## config.mk

```make
export PLATFORM = sky130hd
export DESIGN_NAME = round_robin_task_scheduler
export DESIGN_NICKNAME = d
export VERILOG_FILES = /design/src/rtl/core/rrts_pkg.sv /design/src/rtl/core/round_robin_task_scheduler.sv /design/src/rtl/core/rrts_ram.sv /design/src/rtl/core/rrts_rr_pick.sv
export SDC_FILE = /design/constraint.sdc
export NUM_CORES = 1
export LEC_CHECK = 0
export BUFFER_PORTS_ARGS = -buffer_cell sky130_fd_sc_hd__buf_2
export CAP_MARGIN = 20
export CORE_MARGIN = 1
export CORE_UTILIZATION = 32
export DETAILED_ROUTE_END_ITERATION = 12
export PLACE_DENSITY_LB_ADDON = 0.25
export SYNTH_ARGS = -nofsm -noshare
export SYNTH_HDL_FRONTEND = slang
export SYNTH_SLANG_ARGS = --single-unit
```

## constraint.sdc

```tcl
create_clock -name clock -period 3.8 [get_ports clock]
set_input_delay 0.38 -clock clock [delete_from_list [all_inputs] [get_ports clock]]
set_output_delay 0.38 -clock clock [all_outputs]
set_load 0.02 [all_outputs]
```

## src/rtl/core/rrts_pkg.sv

```systemverilog
`timescale 1ns / 1ps
// ----------------------------------------------------------------------------
// rrts_pkg
// types and command codes shared by the round-robin task scheduler
// ----------------------------------------------------------------------------
package rrts_pkg;

   localparam int CMD_W   = 2;
   localparam int DATA_W  = 32;
   localparam int INDEX_W = 3;

   localparam logic [CMD_W-1:0] CMD_TICK   = 2'd0;
   localparam logic [CMD_W-1:0] CMD_DELAY  = 2'd1;
   localparam logic [CMD_W-1:0] CMD_SWITCH = 2'd2;
   localparam logic [CMD_W-1:0] CMD_LOAD   = 2'd3;

   typedef struct packed {
      logic [CMD_W-1:0]   command;
      logic [DATA_W-1:0]  delay_ms;
      logic [DATA_W-1:0]  saved_sp;
      logic [INDEX_W-1:0] task_index;
   } req_type;

   typedef struct packed {
      logic [INDEX_W-1:0] current_task;
      logic [DATA_W-1:0]  next_sp;
      logic               switch_request;
      logic [DATA_W-1:0]  tick_count;
   } rsp_type;

endpackage

```

## src/rtl/core/round_robin_task_scheduler.sv

```systemverilog
`timescale 1ns / 1ps
// ----------------------------------------------------------------------------
// round_robin_task_scheduler
// millisecond tick, task delays and round-robin context switching
// ----------------------------------------------------------------------------
// One item is handled at a time and gives exactly one result. Delay and
// load go straight to the result; a context switch stores the outgoing
// stack pointer and selects in the accepting cycle, addresses the stack ram
// with the new slot in S_SW_RD, then takes its registered read data in
// S_SW_DATA; a tick sweeps the wake times, which sit in a single-port-read
// ram, one real task per cycle. A new item is taken the cycle after the
// result has been moved into the output register, even if that result is
// still waiting for a transfer. Stack pointers read for a slot that was
// never loaded or saved are undefined; no clearing pass runs after reset.
// ----------------------------------------------------------------------------
module round_robin_task_scheduler
   import rrts_pkg::*;
#(
   parameter int NUM_TASKS = 5
) (
   input  logic    clock,
   input  logic    reset,
   input  logic    req_valid,
   output logic    req_ready,
   input  req_type req_data,
   output logic    rsp_valid,
   input  logic    rsp_ready,
   output rsp_type rsp_data
);

   localparam int NUM_REAL = NUM_TASKS - 1;
   localparam int TASK_W   = $clog2(NUM_TASKS);
   localparam int WAKE_AW  = (NUM_REAL > 1) ? $clog2(NUM_REAL) : 1;
   localparam logic [TASK_W-1:0] IDLE_SLOT = TASK_W'(NUM_REAL);

   // sequencer states
   localparam logic [2:0] S_IDLE    = 3'd0;
   localparam logic [2:0] S_TICK    = 3'd1;
   localparam logic [2:0] S_SW_RD   = 3'd2;
   localparam logic [2:0] S_SW_DATA = 3'd3;
   localparam logic [2:0] S_DONE    = 3'd4;

   // control state
   logic [2:0]            state_ff,     state_in;
   logic [TASK_W-1:0]     scan_ff,      scan_in;
   logic                  rd_valid_ff,  rd_valid_in;
   logic [WAKE_AW-1:0]    rd_idx_ff,    rd_idx_in;
   logic [DATA_W-1:0]     counter_ff,   counter_in;
   logic [TASK_W-1:0]     running_ff,   running_in;
   logic [NUM_REAL-1:0]   ready_ff,     ready_in;
   logic                  rsp_valid_ff, rsp_valid_in;

   // result payload
   logic [DATA_W-1:0]     res_sp_ff,    res_sp_in;
   logic                  res_req_ff,   res_req_in;
   rsp_type               rsp_data_ff;

   logic                  accept;
   logic                  rsp_load;
   logic                  real_running;
   logic [TASK_W-1:0]     pick;
   logic [DATA_W-1:0]     slot_ext;
   logic                  slot_ok;

   // ram ports
   logic                  wake_we;
   logic [DATA_W-1:0]     wake_wdata;
   logic [DATA_W-1:0]     wake_rdata;
   logic                  stack_we;
   logic [TASK_W-1:0]     stack_waddr;
   logic [DATA_W-1:0]     stack_rdata;

   assign req_ready    = (state_ff == S_IDLE);
   assign accept       = req_valid && req_ready;
   assign real_running = (running_ff != IDLE_SLOT);
   assign slot_ext     = DATA_W'(req_data.task_index);
   assign slot_ok      = (slot_ext < DATA_W'(NUM_TASKS));

   // wake time written by a delay of a real task, counter plus delay mod 2^32
   assign wake_we    = accept && (req_data.command == CMD_DELAY) && real_running;
   assign wake_wdata = counter_ff + req_data.delay_ms;

   // outgoing stack pointer on a switch, initial value on a load
   assign stack_we    = accept && ((req_data.command == CMD_SWITCH) ||
                                   ((req_data.command == CMD_LOAD) && slot_ok));
   assign stack_waddr = (req_data.command == CMD_SWITCH) ? running_ff
                                                         : slot_ext[TASK_W-1:0];

   rrts_ram #(
      .DEPTH (NUM_REAL),
      .WIDTH (DATA_W)
   ) u_wake_ram (
      .clock   (clock),
      .wr_en   (wake_we),
      .wr_addr (running_ff[WAKE_AW-1:0]),
      .wr_data (wake_wdata),
      .rd_addr (scan_ff[WAKE_AW-1:0]),
      .rd_data (wake_rdata)
   );

   // the switch writes in its accept cycle and addresses the read in S_SW_RD,
   // so the read that it uses never overlaps the write of the same entry
   rrts_ram #(
      .DEPTH (NUM_TASKS),
      .WIDTH (DATA_W)
   ) u_stack_ram (
      .clock   (clock),
      .wr_en   (stack_we),
      .wr_addr (stack_waddr),
      .wr_data (req_data.saved_sp),
      .rd_addr (running_ff),
      .rd_data (stack_rdata)
   );

   rrts_rr_pick #(
      .NUM_TASKS (NUM_TASKS)
   ) u_pick (
      .ready (ready_ff),
      .from  (running_ff),
      .pick  (pick)
   );

   // sequencer
   always_comb begin
      state_in    = state_ff;
      scan_in     = scan_ff;
      rd_valid_in = rd_valid_ff;
      rd_idx_in   = rd_idx_ff;
      counter_in  = counter_ff;
      running_in  = running_ff;
      ready_in    = ready_ff;
      res_sp_in   = res_sp_ff;
      res_req_in  = res_req_ff;
      rsp_load    = 1'b0;

      unique case (state_ff)
         S_IDLE: begin
            if (accept) begin
               res_sp_in  = '0;
               res_req_in = 1'b0;
               unique case (req_data.command)
                  CMD_TICK: begin
                     counter_in  = counter_ff + DATA_W'(1);
                     res_req_in  = 1'b1;
                     scan_in     = '0;
                     rd_valid_in = 1'b0;
                     state_in    = S_TICK;
                  end
                  CMD_DELAY: begin
                     // a delay while idle runs changes nothing
                     if (real_running) begin
                        ready_in[running_ff[WAKE_AW-1:0]] = 1'b0;
                        res_req_in                        = 1'b1;
                     end
                     state_in = S_DONE;
                  end
                  CMD_SWITCH: begin
                     running_in = pick;
                     state_in   = S_SW_RD;
                  end
                  CMD_LOAD: begin
                     state_in = S_DONE;
                  end
                  default: begin
                     state_in = S_DONE;
                  end
               endcase
            end
         end
         S_TICK: begin
            // wake check on the entry read in the previous cycle
            if (rd_valid_ff && !ready_ff[rd_idx_ff] && (counter_ff >= wake_rdata)) begin
               ready_in[rd_idx_ff] = 1'b1;
            end
            if (scan_ff < TASK_W'(NUM_REAL)) begin
               rd_valid_in = 1'b1;
               rd_idx_in   = scan_ff[WAKE_AW-1:0];
               scan_in     = scan_ff + TASK_W'(1);
            end else begin
               rd_valid_in = 1'b0;
               if (!rd_valid_ff) begin
                  state_in = S_DONE;
               end
            end
         end
         S_SW_RD: begin
            state_in = S_SW_DATA;
         end
         S_SW_DATA: begin
            res_sp_in = stack_rdata;
            state_in  = S_DONE;
         end
         S_DONE: begin
            // hand over once the output register is free or being emptied
            if (!rsp_valid_ff || rsp_ready) begin
               rsp_load = 1'b1;
               state_in = S_IDLE;
            end
         end
         default: begin
            state_in = S_IDLE;
         end
      endcase
   end

   always_comb begin
      rsp_valid_in = rsp_valid_ff;
      if (rsp_load) begin
         rsp_valid_in = 1'b1;
      end else if (rsp_ready) begin
         rsp_valid_in = 1'b0;
      end
   end

   always_ff @(posedge clock) begin
      if (reset) begin
         state_ff     <= S_IDLE;
         scan_ff      <= '0;
         rd_valid_ff  <= 1'b0;
         rd_idx_ff    <= '0;
         counter_ff   <= '0;
         running_ff   <= '0;
         ready_ff     <= '1;
         rsp_valid_ff <= 1'b0;
      end else begin
         state_ff     <= state_in;
         scan_ff      <= scan_in;
         rd_valid_ff  <= rd_valid_in;
         rd_idx_ff    <= rd_idx_in;
         counter_ff   <= counter_in;
         running_ff   <= running_in;
         ready_ff     <= ready_in;
         rsp_valid_ff <= rsp_valid_in;
      end
   end

   // payload registers, no reset
   always_ff @(posedge clock) begin
      res_sp_ff  <= res_sp_in;
      res_req_ff <= res_req_in;
      if (rsp_load) begin
         rsp_data_ff.current_task   <= INDEX_W'(running_ff);
         rsp_data_ff.next_sp        <= res_sp_ff;
         rsp_data_ff.switch_request <= res_req_ff;
         rsp_data_ff.tick_count     <= counter_ff;
      end
   end

   assign rsp_valid = rsp_valid_ff;
   assign rsp_data  = rsp_data_ff;

endmodule

```

## src/rtl/core/rrts_ram.sv

```systemverilog
`timescale 1ns / 1ps
// ----------------------------------------------------------------------------
// rrts_ram
// simple dual-port synchronous ram, one write and one registered read port
// ----------------------------------------------------------------------------
module rrts_ram #(
   parameter int DEPTH = 4,
   parameter int WIDTH = 32
) (
   input  logic                                          clock,
   input  logic                                          wr_en,
   input  logic [((DEPTH > 1) ? $clog2(DEPTH) : 1)-1:0]  wr_addr,
   input  logic [WIDTH-1:0]                              wr_data,
   input  logic [((DEPTH > 1) ? $clog2(DEPTH) : 1)-1:0]  rd_addr,
   output logic [WIDTH-1:0]                              rd_data
);

   logic [WIDTH-1:0] mem [DEPTH];

   always_ff @(posedge clock) begin
      if (wr_en) begin
         mem[wr_addr] <= wr_data;
      end
   end

   always_ff @(posedge clock) begin
      rd_data <= mem[rd_addr];
   end

endmodule

```

## src/rtl/core/rrts_rr_pick.sv

```systemverilog
`timescale 1ns / 1ps
// ----------------------------------------------------------------------------
// rrts_rr_pick
// round-robin selection of the next ready real task, idle slot as fallback
// ----------------------------------------------------------------------------
module rrts_rr_pick #(
   parameter int NUM_TASKS = 5
) (
   input  logic [NUM_TASKS-2:0]             ready,
   input  logic [$clog2(NUM_TASKS)-1:0]     from,
   output logic [$clog2(NUM_TASKS)-1:0]     pick
);

   localparam int NUM_REAL = NUM_TASKS - 1;
   localparam int TASK_W   = $clog2(NUM_TASKS);
   localparam int FLAG_AW  = (NUM_REAL > 1) ? $clog2(NUM_REAL) : 1;

   logic [TASK_W-1:0] base;

   // idle slot folds onto slot zero, so its search starts at slot one
   assign base = (from >= TASK_W'(NUM_REAL)) ? (from - TASK_W'(NUM_REAL)) : from;

   // highest offset first, so the nearest ready slot wins
   always_comb begin
      logic [TASK_W:0]   sum;
      logic [TASK_W-1:0] cand;
      pick = TASK_W'(NUM_REAL);
      for (int i = NUM_REAL; i >= 1; i--) begin
         sum  = {1'b0, base} + (TASK_W + 1)'(i);
         cand = (sum >= (TASK_W + 1)'(NUM_REAL)) ?
                TASK_W'(sum - (TASK_W + 1)'(NUM_REAL)) : TASK_W'(sum);
         if (ready[cand[FLAG_AW-1:0]]) begin
            pick = cand;
         end
      end
   end

endmodule

```

; Word level (Yosys, flattened, before mapping)
; Memories as Yosys holds them, arrays and structs flattened. A register that Yosys moved wholly into a read port is not among the register bits.
; Index checks and enable logic that the tools add are counted.
[op_classes]
addsub = 12
magnitude_cmp = 16
eq_ne = 17
mux = 55
bitwise_logic = 3
reduce_logical = 28
[op_table]
columns = cell, count
row1 = $pmux W32 S2, 1
row2 = $mux W3, 17
row3 = $add A32 B1 Y32 const B, 1
row4 = $add A32 B32 Y32, 1
row5 = $ge A32 B32 Y1, 1
row6 = $mux W32, 1
row7 = $mux W1, 19
row8 = $lt A2 B3 Y1 const B, 6
row9 = $ge A4 B3 Y1 const B, 4
row10 = $mux W4, 4
row11 = $pmux W3 S5, 1
row12 = $sub A3 B3 Y3 const B, 5
row13 = $bmux W1 S2, 5
row14 = $ne A2 B2 Y1 const B, 5
row15 = $logic_and A1 B1 Y1, 9
row16 = $pmux W3 S3, 1
row17 = $reduce_and A3 Y1, 3
row18 = $add A3 B2 Y4 const B, 2
row19 = $ne A2 B1 Y1 const B, 4
row20 = $pmux W4 S2, 1
row21 = $reduce_and A4 Y1, 2
row22 = $eq A3 B2 Y1 const B, 2
row23 = $lt A3 B3 Y1 const B, 2
row24 = $pmux W3 S2, 1
row25 = 23 further kinds, 33
[totals]
register_bits = 150
ram_bits = 288
input_bits = 73
output_inout_bits = 70
word_cells = 147
memories = 2
[mem_list]
columns = memory, depth, width, read_ports, rd_clocked_by_memory_dff, wr, line
row1 = u_stack_ram.mem, 5, 32, 1, 1, 1, rrts_ram.sv:18  ; logic [WIDTH-1:0] mem [DEPTH];
row2 = u_wake_ram.mem, 4, 32, 1, 1, 1, rrts_ram.sv:18

; Logic depth before layout (Yosys ltp)
[logic_depth]
word_depth = 11
mapped_depth = 11
depth_no_buf = 11

; By module
; Synthesis repeated with hierarchy kept, for this count alone.
[hier_totals]
hier_cells = 1371
area_unflattened_um2 = 20529.7
[by_module_without_submodules]
columns = mod, instances, cells_per_inst, area_per_inst_um2, seq_area_each_um2
row1 = round_robin_task_scheduler, 1, 772, 8199.1, 4013.8
row2 = rrts_ram (u_stack_ram), 1, 383, 6904.1, 5445.2
row3 = rrts_ram (u_wake_ram), 1, 203, 5330.1, 4484.3
row4 = rrts_rr_pick, 1, 13, 96.3, 0.0

; Least setup slack after synthesis
; Ideal clock, no wire load.
[synth_path]
kind = register to register
startpoint = register state_ff[2]
endpoint = register rsp_data_ff, in the netlist rsp_data[0] (enable)
setup_ps = 494
arrival_ps = 3649
required_time_ps = 3306
slack_ps = -343
stages_incl_launch_ff = 4
path_buffers = 1
synth_period_minus_slack_ps = 4143
cell_sequence = dfxtp_1 > clkbuf_1 > nand2_1 > nor2_1
[synth_via]
elab_chain_cells = 2
[synth_rtl]
columns = element, line
row1 = from (decl), round_robin_task_scheduler.sv:44  ; logic [2:0] state_ff, state_in;
row2 = from (signal assigned), round_robin_task_scheduler.sv:226  ; state_ff <= state_in;
row3 = $eq A3 B3 Y1, round_robin_task_scheduler.sv:136  ; unique case (state_ff)
row4 = $mux W1, round_robin_task_scheduler.sv:136
row5 = net rsp_load, round_robin_task_scheduler.sv:59  ; logic rsp_load;
row6 = to (decl), round_robin_task_scheduler.sv:56  ; rsp_type rsp_data_ff;
; The timed path passes the listed nets, and every way through them passes these cells.
; A chain may end at the register's enable or synchronous reset.

; Final worst setup path
[layout_path]
startpoint = register counter_ff[0]
endpoint = memory u_wake_ram.mem[2][30] (data pin)
[layout_via]
elab_chain_cells = 1
[layout_rtl]
columns = element, line
row1 = from (decl), round_robin_task_scheduler.sv:48  ; logic [DATA_W-1:0] counter_ff, counter_in;
row2 = from (signal assigned), round_robin_task_scheduler.sv:230  ; counter_ff <= counter_in;
row3 = $add A32 B32 Y32, round_robin_task_scheduler.sv:81  ; assign wake_wdata = counter_ff + req_data.delay_ms;
row4 = net u_wake_ram.wr_data[30], rrts_ram.sv:13  ; input logic [WIDTH-1:0] wr_data,
row5 = to (decl), rrts_ram.sv:18
; The timed path passes the listed nets, and every way through them passes these cells.

==> qor.txt <==
Via-to-Cell Ratio = 4.71
Total track usage = 13.8%
CTS tree = built
Post-synthesis register bit count = 502
Final Core Density = 39.1%
Vias in the first global route = 11.4k
Die ar. = 63,600 µm²
# fillers = 5,752
First-pass GRT wire length = 67,000 µm
Synth Instances = 1,239
Main flop type after synthesis = edfxtp_1
Synth top area share = 58.4%
CORE AREA = 61,700 µm²
Hold path start = req_data[26]
PortBufs = 142
Synth async-reset ratio = 0%
Grt total ovfl = 0
Fmax = 0.292 GHz
Final hold violation count = 0
Count of flip-flops with a built-in enable after synthesis = 389
Fin crit share = 90.0%
Clock Pin Slew Worst Setup and Hold Paths = 0.06 ns
Nets = 1,595
Final Instance Area = 24,100 µm²
Max-slew violations = 0
Die height = 252 µm
Hold Path Sink = u_stack_ram.mem[0][23]
Period minus WS final = 3.42 ns
H-tree Lvls = 2
Skew final = 0.0129 ns
CTS buffer count = 55
Detailed Routing Iterations Pass 1 = 5
Initial core utilization = 32.4%
CP Class = flop to flop
Clk_lat worst skew = 0.59 ns
Crit-path slowest cell = a211oi_1
Worst VDD drop = 432 µV
Top-count cell post-synth = edfxtp_1
Sequential area share after synthesis = 69.6%
Final setup fails = 0
Initial antenna violation count = 0
Placed Instances = 2,202
Worst-margin pin slew = 0.886 ns
Top cell type by total area after synthesis = edfxtp_1
HPWL after DPL = 27,200 µm
Max-slew headroom = 41.0%
Status = complete, no violations
Routed Antenna Nets = 0
Cell Area, Placed = 21,900 µm²
Via count = 11.0k
Longest Clk Path Bufs = 3
Reg2Reg Setup Slack = 0.38 ns
R2R Path Start = counter_ff[0]
P_leak = 8.82 nW
# diodes = 0
Yosys warnings = 0
Largest net degree at the start of global routing = 50
Pwr/cell area = 511 nW/µm²
Setup TNS = 0 ns
Worst Path Buf+Inv = 1
Largest stage delay, worst path = 0.55 ns
Avg WL per Cell = 18.5 µm
DRC = 0
Syn nets = 1,382
Crit-path cells = ha_1, inv_1, fa_1, nor2b_1, o21a_1, o21ai_1, a211oi_1, o21ai_0, a21oi_1, nor4_1, a211oi_1
Post-synth cell types = 65
Routability cong. = 0.793
Register area = 14,000 µm²
Syn Area/Cell = 16.2 µm²
Arr. time, crit path = 3.75 ns
Root Buffer = clkbuf_16
DIE WIDTH = 252 µm
Worst Reg-to-Reg Cells = 11
Worst hold path type = primary input to flop
Hold depth = 1
CP delay by family, top = compound AO/OA/AOI/OAI gates
Critical Path End Type = flop
Final Instance Count excl. Fillers = 2,336
DR iter-0 viols = 622
Share of layout cells above drive strength 1 = 25.4%
WL final = 43,300 µm
IO Count = 143
Max cap viols = 0
Crit path max fanout = 6
Clk sinks = 502
RSZ-0062 raised after global routing = false
Netlist Area Pre-Place = 20,000 µm²
Worst path most repeated cell = a211oi_1
Hold WS = 0.0458 ns
FF-to-FF End = u_wake_ram.mem[2][30]
Largest cells by area after synthesis = edfxtp_1 58%, dfxtp_1 11%, mux4_2 7.5%
Multi-input gate area = 5780 µm²
Synth top cells by count = 389 x edfxtp_1, 113 x dfxtp_1, 71 x nor2_1
Synth-to-layout area growth = 20.5%
CP Launch Type = flop
CP required = 4.13 ns
Rows = 91
## flip-flops by register name, summed over array words and instances, names as in the netlist
name                 count
rd_idx_ff                2
counter_ff              32
rsp_valid                1
u_stack_ram.rd_data     32
scan_ff                  3
u_wake_ram.mem         128
u_stack_ram.mem        160
ready_ff                 4
running_ff               3
res_req_ff               1
state_ff                 3
rd_valid_ff              1
res_sp_ff               32
rsp_data                68
u_wake_ram.rd_data      32
## final cells by class
class | count | area share, %
clock inverters | 32 | 1.55
well taps | 837 | 4.34
multi-input cells | 648 | 24.0
repair buffers | 197 | 5.17
inverters | 48 | 0.747
clock buffers | 72 | 6.39
flip-flops and latches | 502 | 57.9
## worst max-delay path by stage
stage                             start               endpoint  slack (ns)  depth (start not counted)
after global routing      counter_ff[0]  u_wake_ram.mem[0][26]        0.11                         11
after CTS                 counter_ff[0]  u_wake_ram.mem[2][30]        0.22                         11
after detailed placement   req_data[35]  u_wake_ram.mem[0][30]        0.26                         12
after floorplan           running_ff[1]  u_stack_ram.mem[3][0]        0.54                          5
after global placement     req_data[35]  u_wake_ram.mem[2][26]        0.38                         12
final                     counter_ff[0]  u_wake_ram.mem[2][30]        0.38                         11
## cell families after synthesis
kind of cell    Yosys count  synth area share [%]
flops                   502                  69.6
simple gates            259                  7.01
compound gates          159                  5.14
mux                     110                  9.89
buf+inv                  89                  1.72
fa+ha+maj                70                  4.41
xor+xnor                 50                  2.19
## worst register-to-register path, stage by stage, from the launching register on
cell and delay [ns]:
dfxtp_1 0.42, ha_1 0.23, inv_1 0.07, fa_1 0.40, nor2b_1 0.14, o21a_1 0.14
o21ai_1 0.12, a211oi_1 0.55, o21ai_0 0.27, a21oi_1 0.34, nor4_1 0.10, a211oi_1 0.38
## repair_timing
item / CTS / global route
setup buffers: 0 / 0
hold buffers: 29 / 0
gates resized for setup: 0 / 0
hold endpoints to repair: 133 / 0
## power breakdown
part           switching [mW]  internal (mW)  total [mW]
combinational           0.352          0.279       0.630
sequential             0.0856           6.09        6.18
clock                    2.18           3.34        5.52
## layout by cell type, fill, tap and decap left out, drive strengths merged, types with 7 or more instances in the layout
cell type and instances:
ha 69, mux2 32, buf 168, nor2 73, clkbuf 72, nand2b 12, a21o 22, nand3 17
dlygate4sd3 29, nand4 14, o21ai 34, and3 12, inv 49, xnor2 25, a211oi 10, xor2 25
dfxtp 113, nand2 37, bufinv 7, a21oi 55, mux4 67, nor3 12, edfxtp 389, mux2i 11
or3 13, clkinv 19, and2 39, nor2b 9
## metal layers
metal | GRT usage (%) | part of all wire [%] | vias up
met4 | 3.84 | 2.0 | 0
met3 | 2.44 | 4.2 | 62
met5 | 0 | 0 | -
met1 | 17.7 | 44 | 5551
li1 | - | - | 5176
met2 | 23.9 | 50 | 203
## through the flow
stage          total power, mW  setup WS, ns
2_1_floorplan             6.67         0.542
3_3_place_gp              6.91         0.380
3_5_place_dp              6.92         0.260
4_1_cts                   12.5         0.215
5_1_grt                   12.8         0.105
6_report                  12.3         0.381
Power figures use the tool's default switching activity.
